`src/rtl/core/ppi_ram.sv`:
```
// Generic single-write, single-read RAM with registered read data.
module ppi_ram #(
  parameter int unsigned WIDTH = 8,
  parameter int unsigned DEPTH = 2
) (
  input  logic                     clk_i,
  input  logic                     we_i,
  input  logic [$clog2(DEPTH)-1:0] waddr_i,
  input  logic [WIDTH-1:0]         wdata_i,
  input  logic [$clog2(DEPTH)-1:0] raddr_i,
  output logic [WIDTH-1:0]         rdata_o
);
  logic [WIDTH-1:0] mem [DEPTH];

  always_ff @(posedge clk_i) begin
    if (we_i) begin
      mem[waddr_i] <= wdata_i;
    end
    rdata_o <= mem[raddr_i];
  end
endmodule

```
`config.mk`:
```
export PLATFORM = sky130hd
export DESIGN_NAME = ppi_ram
export DESIGN_NICKNAME = d
export VERILOG_FILES = /design/src/rtl/core/ppi_ram.sv
export SDC_FILE = /design/constraint.sdc
export NUM_CORES = 1
export LEC_CHECK = 0
export BUFFER_PORTS_ARGS = -buffer_cell sky130_fd_sc_hd__buf_2
export CORE_UTILIZATION = 45
export CTS_CLUSTER_SIZE = 24
export DETAILED_ROUTE_END_ITERATION = 12
export PLACE_DENSITY = 0.71
export SLEW_MARGIN = 20
export SYNTH_ARGS = -nofsm -noshare
export SYNTH_HDL_FRONTEND = slang
export SYNTH_SLANG_ARGS = --single-unit
```
`constraint.sdc`:
```
create_clock -name clk_i -period 1.4 [get_ports clk_i]
set_clock_uncertainty 0.05 [all_clocks]
set_input_delay 0.28 -clock clk_i [delete_from_list [all_inputs] [get_ports clk_i]]
set_output_delay 0.28 -clock clk_i [all_outputs]
set_load 0.01 [all_outputs]
```
==> results.py, run 1 <==
metrics = {
    "status": {
        "status": "finished with violations",
        "violations": "DRC",
    },
    "place": {
        "io_buffers": 19,
        "globalplace.congestion": 0.669,
        "dpl.cell_count": 70,
        "dpl_cell_area_um2": 896,
    },
    "cells_and_area": {
        "layout.nets": 71,
        "final_layout_size_suffix_gt1_share_pct": 53.4,
        "fillers": 120,
        "seq_area_um2": 641,
        "fin_util_pct": 59.1,
        "fin_area_um2": 922,
        "area_growth_pct": 17.5,
        "multiInputGateArea_um2": 133,
        "final-instance-count-excl-fill": 74,
        "diodes": 0,
    },
    "worst_setup_path": {
        "cp-start-kind": "register",
        "slowest_delay_ns": 0.33,
        "cp_max_fo": 1,
        "end_kind": "output port",
        "slowest_stage": "dfxtp_1",
        "arrival_ns": 0.74,
        "worstPathCellList": "buf_2",
        "critPathTopFamily": "flip-flops",
        "required_ns": 1.07,
        "cp_num_buf_inv": 1,
        "crit_type": "register to output port",
        "rrSetupSlack_ns": 0.60,
    },
    "power_and_ir_drop": {
        "vdd.ir_drop.worst_mv": 0.880,
        "comb_power_share_pct": 8.4,
        "cellInternalPower_mw": 0.973,
        "switching_share_pct": 19.1,
        "power_frac_seq_pct": 68.3,
        "power_density_mw_per_mm2": 1310,
        "leakage_nw": 0.383,
        "power_switching_mw": 0.230,
        "clkPwrFrac_pct": 23.3,
    },
    "cts": {
        "clockRootBuffer": "clkbuf_4",
        "clk_latency_ns": 0.29,
        "cts_buffer_depth": 2,
        "cts_tree": "built",
        "cts-htree-levels": 1,
        "cts_sinks": 24,
        "cts_setup_buffers": 0,
        "cts_buffers": 3,
        "path_clk_slew_ns": 0.11,
        "cts_resized": 0,
        "postCtsHoldBufs": 0,
    },
    "synth": {
        "synth_nets": 47,
        "syn_area_per_cell_um2": 22.4,
        "synth_area_um2": 785,
        "yosysWarnings": 0,
        "ys_types": 6,
        "syn_inst": 35,
        "ys_seq_elements": 24,
        "ys_seq_area_share_pct": 81.7,
    },
    "routing": {
        "drtPass1Iterations": 7,
        "first_iter_violations": 5,
        "wirelength_um": 795,
        "vias": 362,
        "routedWlPerCell_um": 10.7,
        "vias_per_cell": 4.89,
        "drc": 1,
        "ant_nets": 0,
    },
    "global_routing": {
        "grt_use_met3_pct": 5.42,
        "busiest_layer": "met2",
        "grt_use_met2_pct": 16.1,
        "grt.overflow.total": 0,
        "grt_pass1_wl_mm": 1.21,
        "grt_pass1_vias": 320,
        "grt_max_degree": 14,
        "use_met1_pct": 9.14,
        "antenna_found_initial": 0,
        "grtUsageTotal_pct": 9.64,
    },
    "floorplanning": {
        "ios": 20,
        "start_util_pct": 50.3,
        "die_h_um": 43.8,
        "die_area_mm2": 0.00191,
        "fp.dieW_um": 43.8,
        "num_rows": 14,
        "core_area_mm2": 0.00156,
    },
    "timing": {
        "setup_tns_ns": 0,
        "fmax_mhz": 933,
        "holdWs_ns": 0.113,
        "final_max_slew_viol_count": 0,
        "setup_viol": 0,
        "fin_crit_sh_pct": 76.6,
        "tightestPinTransition_ns": 0.340,
        "slew_headroom_pct": 77.3,
        "final-hold-violation-count": 0,
        "rsz0062_at_grt": "no",
        "min_period_ns": 1.07,
    },
    "min_path": {
        "hold_path_class": "input port to register",
    },
    "job": {
        "cap_violations": 0,
    },
}
==> area by class of cell <==
| type | count | share of cell area [%] |
|---|---|---|
| Sequential cell | 24 | 69.5 |
| Multi-Input combinational cell | 10 | 14.4 |
| Timing Repair Buffer | 20 | 11.1 |
| Clock buffer | 3 | 2.44 |
| Tap cell | 16 | 2.17 |
| Clock inverter | 1 | 0.407 |
==> cell usage in the layout, fill, tap and decap left out <==
cell / instances
and2_1: 1
buf_2: 19
buf_4: 1
clkbuf_4: 3
clkinv_1: 1
dfxtp_1: 8
edfxtp_1: 16
mux2_4: 8
nor2b_1: 1
==> sequential cells by signal (all words and copies together), names as in the netlist <==
register and cells:
rdata_o 8, mem 16
==> through the flow <==
stage	total power [mW]	worst slack [ns]
6_report	1.20	0.328
3_5_place_dp	0.942	0.300
3_3_place_gp	0.939	0.329
5_1_grt	1.25	0.280
4_1_cts	1.22	0.311
2_1_floorplan	0.899	0.277
==> power by group through the flow <==
stage / logic [mW] / registers, mW / clock network [mW]
global placement: 0.102 / 0.838 / 0
floorplan: 0.0488 / 0.850 / 0
detailed placement: 0.103 / 0.839 / 0
CTS: 0.103 / 0.823 / 0.291
global route: 0.109 / 0.827 / 0.315
finish: 0.101 / 0.822 / 0.280
==> routing by layer <==
| metal | routed length, µm | vias up |
|---|---|---|
| li1 | - | 176 |
| met1 | 291 | 170 |
| met2 | 446 | 16 |
| met3 | 57 | 0 |
| met4 | 0 | 0 |
| met5 | 0 | - |
==> synthesized netlist by cell type <==
library cell,instances,area (µm²)
edfxtp_1,16,480
nor2b_1,1,6.26
dfxtp_1,8,160
mux2_4,8,120
and2_1,1,6.26
buf_6,1,11.3
==> path summary, 6_finish.rpt <==
| check | start | to | cells after the start |
|---|---|---|---|
| min reg2reg | mem[0][4]$_DFFE_PP_ | rdata_o[4]$_DFF_P_ | 1 |
| max reg2reg | mem[0][3]$_DFFE_PP_ | rdata_o[3]$_DFF_P_ | 1 |
| min | wdata_i[7] | mem[0][7]$_DFFE_PP_ | 1 |
| max | rdata_o[2]$_DFF_P_ | rdata_o[2] | 1 |
==> cells by family (layout without fill, tap and decap cells) <==
group,Yosys count,in the layout,synth area share [%]
mux,8,8,15.3
simple gates,2,2,1.60
buf+inv,1,24,1.44
flops,24,24,81.7
Power figures use the tool's default switching activity.
==> inputs of run 2 (changes only) <==
==> constraint.sdc (replaced) <==
create_clock -name clk_i -period 1.08 [get_ports clk_i]
set_clock_uncertainty 0.05 [all_clocks]
set_input_delay 0.216 -clock clk_i [delete_from_list [all_inputs] [get_ports clk_i]]
set_output_delay 0.216 -clock clk_i [all_outputs]
set_load 0.01 [all_outputs]
==> run 2 against run 1 <==
Compared with the run above: the flow still finishes with violations (DRC); sequential share of layout area stayed put; die area unchanged; clock-buffer cell count unchanged; largest cell class unchanged.
==> results.py, run 2 (synthesis results as in run 1) <==
metrics = {
    "status": {
        "status": "finished with violations",
        "violations": "DRC",
    },
    "worst_setup_path": {
        "rrSetupSlack_ns": 0.27,
        "crit_type": "register to output port",
        "cp.depth": 1,
        "end_kind": "output port",
        "critPathCapture": "rdata_o[6]",
        "rr_worst_depth": 1,
        "crit_start": "rdata_o[6]$_DFF_P_",
        "timing.rr.end": "rdata_o[3]$_DFF_P_",
        "r2r-start": "mem[0][3]$_DFFE_PP_",
        "cp-start-kind": "register",
        "worstPathCellList": "buf_2",
        "required_ns": 0.81,
        "cp_num_buf_inv": 1,
        "arrival_ns": 0.73,
        "slowest_stage": "dfxtp_1",
        "slowest_delay_ns": 0.31,
        "critPathTopFamily": "flip-flops",
        "cp_max_fo": 1,
    },
    "cells_and_area": {
        "final_common_cell": "buf_2",
        "fillers": 119,
        "top_register": "mem",
        "mostFrequentLayoutCells": "19 x buf_2, 16 x edfxtp_1, 8 x mux2_4, 8 x dfxtp_1, 3 x clkbuf_4",
        "top_regs": "mem (16), rdata_o (8)",
        "seq_area_um2": 641,
        "area_growth_pct": 17.5,
        "final_layout_size_suffix_gt1_share_pct": 53.4,
        "largest_reg_flops": 16,
        "multiInputGateArea_um2": 133,
        "diodes": 0,
        "layout.nets": 71,
    },
    "place": {
        "globalplace.congestion": 0.667,
        "io_buffers": 19,
    },
    "routing": {
        "wirelength_um": 819,
        "vias_per_cell": 5.01,
        "first_iter_violations": 6,
        "ant_nets": 0,
        "drc": 1,
        "routedWlPerCell_um": 11.1,
        "vias": 371,
        "drtPass1Iterations": 8,
    },
    "cts": {
        "cts_resized": 0,
        "clockRootBuffer": "clkbuf_4",
        "path_clk_slew_ns": 0.11,
        "cts_buffers": 3,
        "clk_latency_ns": 0.29,
        "cts_buffer_depth": 2,
        "cts_sinks": 24,
        "cts-htree-levels": 1,
        "cts_setup_buffers": 0,
        "cts_tree": "built",
        "postCtsHoldBufs": 0,
    },
    "floorplanning": {
        "die_area_mm2": 0.00191,
        "ios": 20,
        "num_rows": 14,
        "fp.dieW_um": 43.8,
        "die_h_um": 43.8,
        "start_util_pct": 50.3,
        "core_area_mm2": 0.00156,
    },
    "global_routing": {
        "antenna_found_initial": 0,
        "grt.overflow.total": 0,
        "grt_pass1_wl_mm": 1.21,
        "grtUsageTotal_pct": 9.63,
        "grt_max_degree": 14,
        "grt_pass1_vias": 310,
    },
    "timing": {
        "final_max_slew_viol_count": 0,
        "rsz0062_at_grt": "no",
        "min_period_ns": 1.00,
        "tightestPinTransition_ns": 0.339,
        "fmax_mhz": 1000,
        "setup_viol": 0,
        "fin_crit_sh_pct": 92.6,
        "slew_headroom_pct": 77.4,
        "setup_tns_ns": 0,
        "final-hold-violation-count": 0,
    },
    "job": {
        "cap_violations": 0,
    },
    "power_and_ir_drop": {
        "power_density_mw_per_mm2": 1690,
        "power.total_mw": 1.56,
        "leakage_nw": 0.383,
        "vdd.ir_drop.worst_mv": 0.866,
    },
    "min_path": {
        "whs_path_depth": 1,
        "hold_path_class": "input port to register",
    },
}
run 2: cell counts in the layout (fill, tap and decap cells not counted):
Identical to the previous run, type by type.
run 2: worst min path at each step:
stage	startpoint	to	slack [ns]
5_1_grt	wdata_i[3]	mem[1][3]$_DFFE_PP_	0.03
3_5_place_dp	wdata_i[7]	mem[1][7]$_DFFE_PP_	0.36
6_report	wdata_i[7]	mem[0][7]$_DFFE_PP_	0.05
2_1_floorplan	wdata_i[0]	mem[0][0]$_DFFE_PP_	0.26
3_3_place_gp	wdata_i[3]	mem[0][3]$_DFFE_PP_	0.36
4_1_cts	wdata_i[7]	mem[0][7]$_DFFE_PP_	0.04
run 2: layer usage:
layer  track usage, %  up-vias  wire length (µm)
li1                 -      174                 -
met1             9.69      179               305
met2             16.4       16               449
met3             2.92        2                53
met4             7.50        0                10
met5                0        -                 0
run 2: per-stage QoR:
step / area, µm² / util, % / instances / setup slack, ns / hold WS (ns)
floorplan: 785 / - / 35 / 0.0206 / 0.265
global placement: 896 / 57.5 / 70 / 0.0790 / 0.356
detailed placement: 896 / 57.5 / 70 / 0.0479 / 0.357
CTS: 922 / 59.1 / 74 / 0.0670 / 0.0404
global route: 922 / 59.1 / 74 / 0.0389 / 0.0333
finish: 922 / 59.1 / 74 / 0.0801 / 0.0478
run 2: layout make-up:
type | count | share of cell area (%)
well taps | 16 | 2.17
multi-input cells | 10 | 14.4
clock inverters | 1 | 0.407
repair buffers | 20 | 11.1
clock buffers | 3 | 2.44
flip-flops and latches | 24 | 69.5
run 2: power breakdown:
| group | internal (mW) | switching, mW | total, mW |
|---|---|---|---|
| Clock | 0.134 | 0.231 | 0.365 |
| Sequential | 1.05 | 0.0152 | 1.07 |
| Combinational | 0.0758 | 0.0553 | 0.131 |
| Total | 1.26 | 0.301 | 1.56 |
==> inputs of run 3 (changes only) <==
--- a/config.mk
+++ b/config.mk
@@ -9,8 +9,10 @@
 export CORE_UTILIZATION = 45
 export CTS_CLUSTER_SIZE = 24
 export DETAILED_ROUTE_END_ITERATION = 12
+export GPL_TIMING_DRIVEN = 0
 export PLACE_DENSITY = 0.71
 export SLEW_MARGIN = 20
 export SYNTH_ARGS = -nofsm -noshare
 export SYNTH_HDL_FRONTEND = slang
 export SYNTH_SLANG_ARGS = --single-unit
+export TNS_END_PERCENT = 10
==> run 3 against run 2 <==
Compared with the run above: clock-buffer cell count stayed put; non-clock buffer count is 1 lower; the flow still finishes with violations (DRC); largest cell class unchanged; sequential power hardly changed; critical path depth stayed put; critical path type unchanged; setup slack worse by 0.0041 ns.
==> results.py, run 3 (synthesis results as in run 1) <==
metrics = {
    "status": {
        "violations": "DRC",
        "status": "finished with violations",
    },
    "timing": {
        "final_max_slew_viol_count": 0,
        "min_period_ns": 1.00,
        "fmax_mhz": 996,
        "rsz0062_at_grt": "no",
        "tightestPinTransition_ns": 0.730,
        "fin_crit_sh_pct": 93.0,
        "slew_headroom_pct": 51.2,
        "final-hold-violation-count": 0,
        "setup_viol": 0,
        "holdWs_ns": 0.0452,
        "fin_ws_ns": 0.0760,
    },
    "floorplanning": {
        "fp.dieW_um": 43.8,
        "start_util_pct": 50.3,
        "die_area_mm2": 0.00191,
        "core_area_mm2": 0.00156,
        "die_h_um": 43.8,
        "ios": 20,
        "num_rows": 14,
    },
    "job": {
        "cap_violations": 0,
    },
    "routing": {
        "drtPass1Iterations": 7,
        "drc": 1,
        "vias_per_cell": 4.84,
        "wirelength_um": 881,
        "vias": 353,
        "first_iter_violations": 5,
        "routedWlPerCell_um": 12.1,
        "ant_nets": 0,
    },
    "power_and_ir_drop": {
        "cellInternalPower_mw": 1.26,
        "vdd.ir_drop.worst_mv": 0.834,
        "leakage_nw": 0.380,
        "power_density_mw_per_mm2": 1700,
        "switching_share_pct": 19.3,
        "power_frac_seq_pct": 68.2,
        "clkPwrFrac_pct": 23.3,
        "comb_power_share_pct": 8.4,
        "power_switching_mw": 0.302,
    },
    "global_routing": {
        "grt_max_degree": 14,
        "grt_pass1_wl_mm": 1.35,
        "grt_pass1_vias": 333,
        "grt.overflow.total": 0,
        "antenna_found_initial": 0,
        "grtUsageTotal_pct": 10.6,
    },
    "cells_and_area": {
        "top_register": "mem",
        "area_growth_pct": 17.4,
        "final_layout_size_suffix_gt1_share_pct": 52.6,
        "layout.nets": 70,
        "diodes": 0,
        "final_common_cell": "buf_2",
        "largest_reg_flops": 16,
        "top_regs": "mem (16), rdata_o (8)",
        "mostFrequentLayoutCells": "18 x buf_2, 16 x edfxtp_1, 8 x mux2_4, 8 x dfxtp_1, 3 x clkbuf_4",
    },
    "place": {
        "globalplace.congestion": 0.643,
        "dpl_worst_slack_ns": -0.257,
        "io_buffers": 18,
    },
    "cts": {
        "cts_resized": 0,
        "cts_buffer_depth": 2,
        "cts-htree-levels": 1,
        "cts_setup_buffers": 0,
        "path_clk_slew_ns": 0.12,
        "cts_buffers": 3,
        "clockRootBuffer": "clkbuf_4",
        "postCtsHoldBufs": 0,
        "cts_tree": "built",
        "cts_sinks": 24,
        "clk_latency_ns": 0.30,
    },
    "worst_setup_path": {
        "worstPathCellList": "buf_2",
        "end_kind": "output port",
        "required_ns": 0.81,
        "critPathTopFamily": "flip-flops",
        "crit_type": "register to output port",
        "cp-start-kind": "register",
        "cp_num_buf_inv": 1,
        "slowest_delay_ns": 0.31,
        "arrival_ns": 0.74,
        "slowest_stage": "dfxtp_1",
        "cp_max_fo": 1,
    },
    "min_path": {
        "hold_path_class": "input port to register",
    },
}
-- run 3: changes by cell type in the layout (fill, tap and decap cells not counted) --
cell / delta
buf_6: +1
buf_2: -1
buf_4: -1
-- run 3: final timing paths --
kind	startpoint	end	slack, ns	cells past startpoint
setup / recovery	rdata_o[2]$_DFF_P_	rdata_o[2]	0.08	1
hold / removal	wdata_i[2]	mem[1][2]$_DFFE_PP_	0.05	1
setup reg to reg	mem[0][5]$_DFFE_PP_	rdata_o[5]$_DFF_P_	0.26	1
hold reg to reg	mem[1][6]$_DFFE_PP_	rdata_o[6]$_DFF_P_	0.43	1
-- run 3: power groups by stage --
stage	Combinational, mW	Sequential, mW	Clock [mW]
after global placement	0.131	1.08	0
after CTS	0.134	1.07	0.380
after global routing	0.142	1.07	0.401
after detailed placement	0.134	1.09	0
final	0.132	1.07	0.365
after floorplan	0.0632	1.10	0
-- run 3: metrics by stage --
step | total power, mW | util (%) | TNS (ns) | instance area (µm²) | instances
detailed placement | 1.22 | 57.4 | -2.06 | 895 | 69
CTS | 1.58 | 59.1 | 0 | 921 | 73
global route | 1.62 | 59.1 | 0 | 921 | 73
floorplan | 1.17 | - | 0 | 785 | 35
finish | 1.56 | 59.1 | 0 | 921 | 73
global placement | 1.22 | 57.4 | -1.74 | 895 | 69
-- run 3: metal layers --
metal | track usage, % | part of all wire [%] | vias to the layer above
met3 | 3.33 | 7.0 | 0
met2 | 18.8 | 55 | 14
met4 | 7.50 | 0 | 0
met1 | 10.2 | 38 | 165
li1 | - | - | 174
met5 | 0 | 0 | -
-- run 3: area by class of cell --
cell class / count / area [µm²]
buffer: 1 / 11.3
clock buffer: 3 / 22.5
clock inverter: 1 / 3.75
fill: 116 / 638
multi-input combinational: 10 / 133
sequential: 24 / 641
tap: 16 / 20.0
timing repair buffer: 18 / 90.1
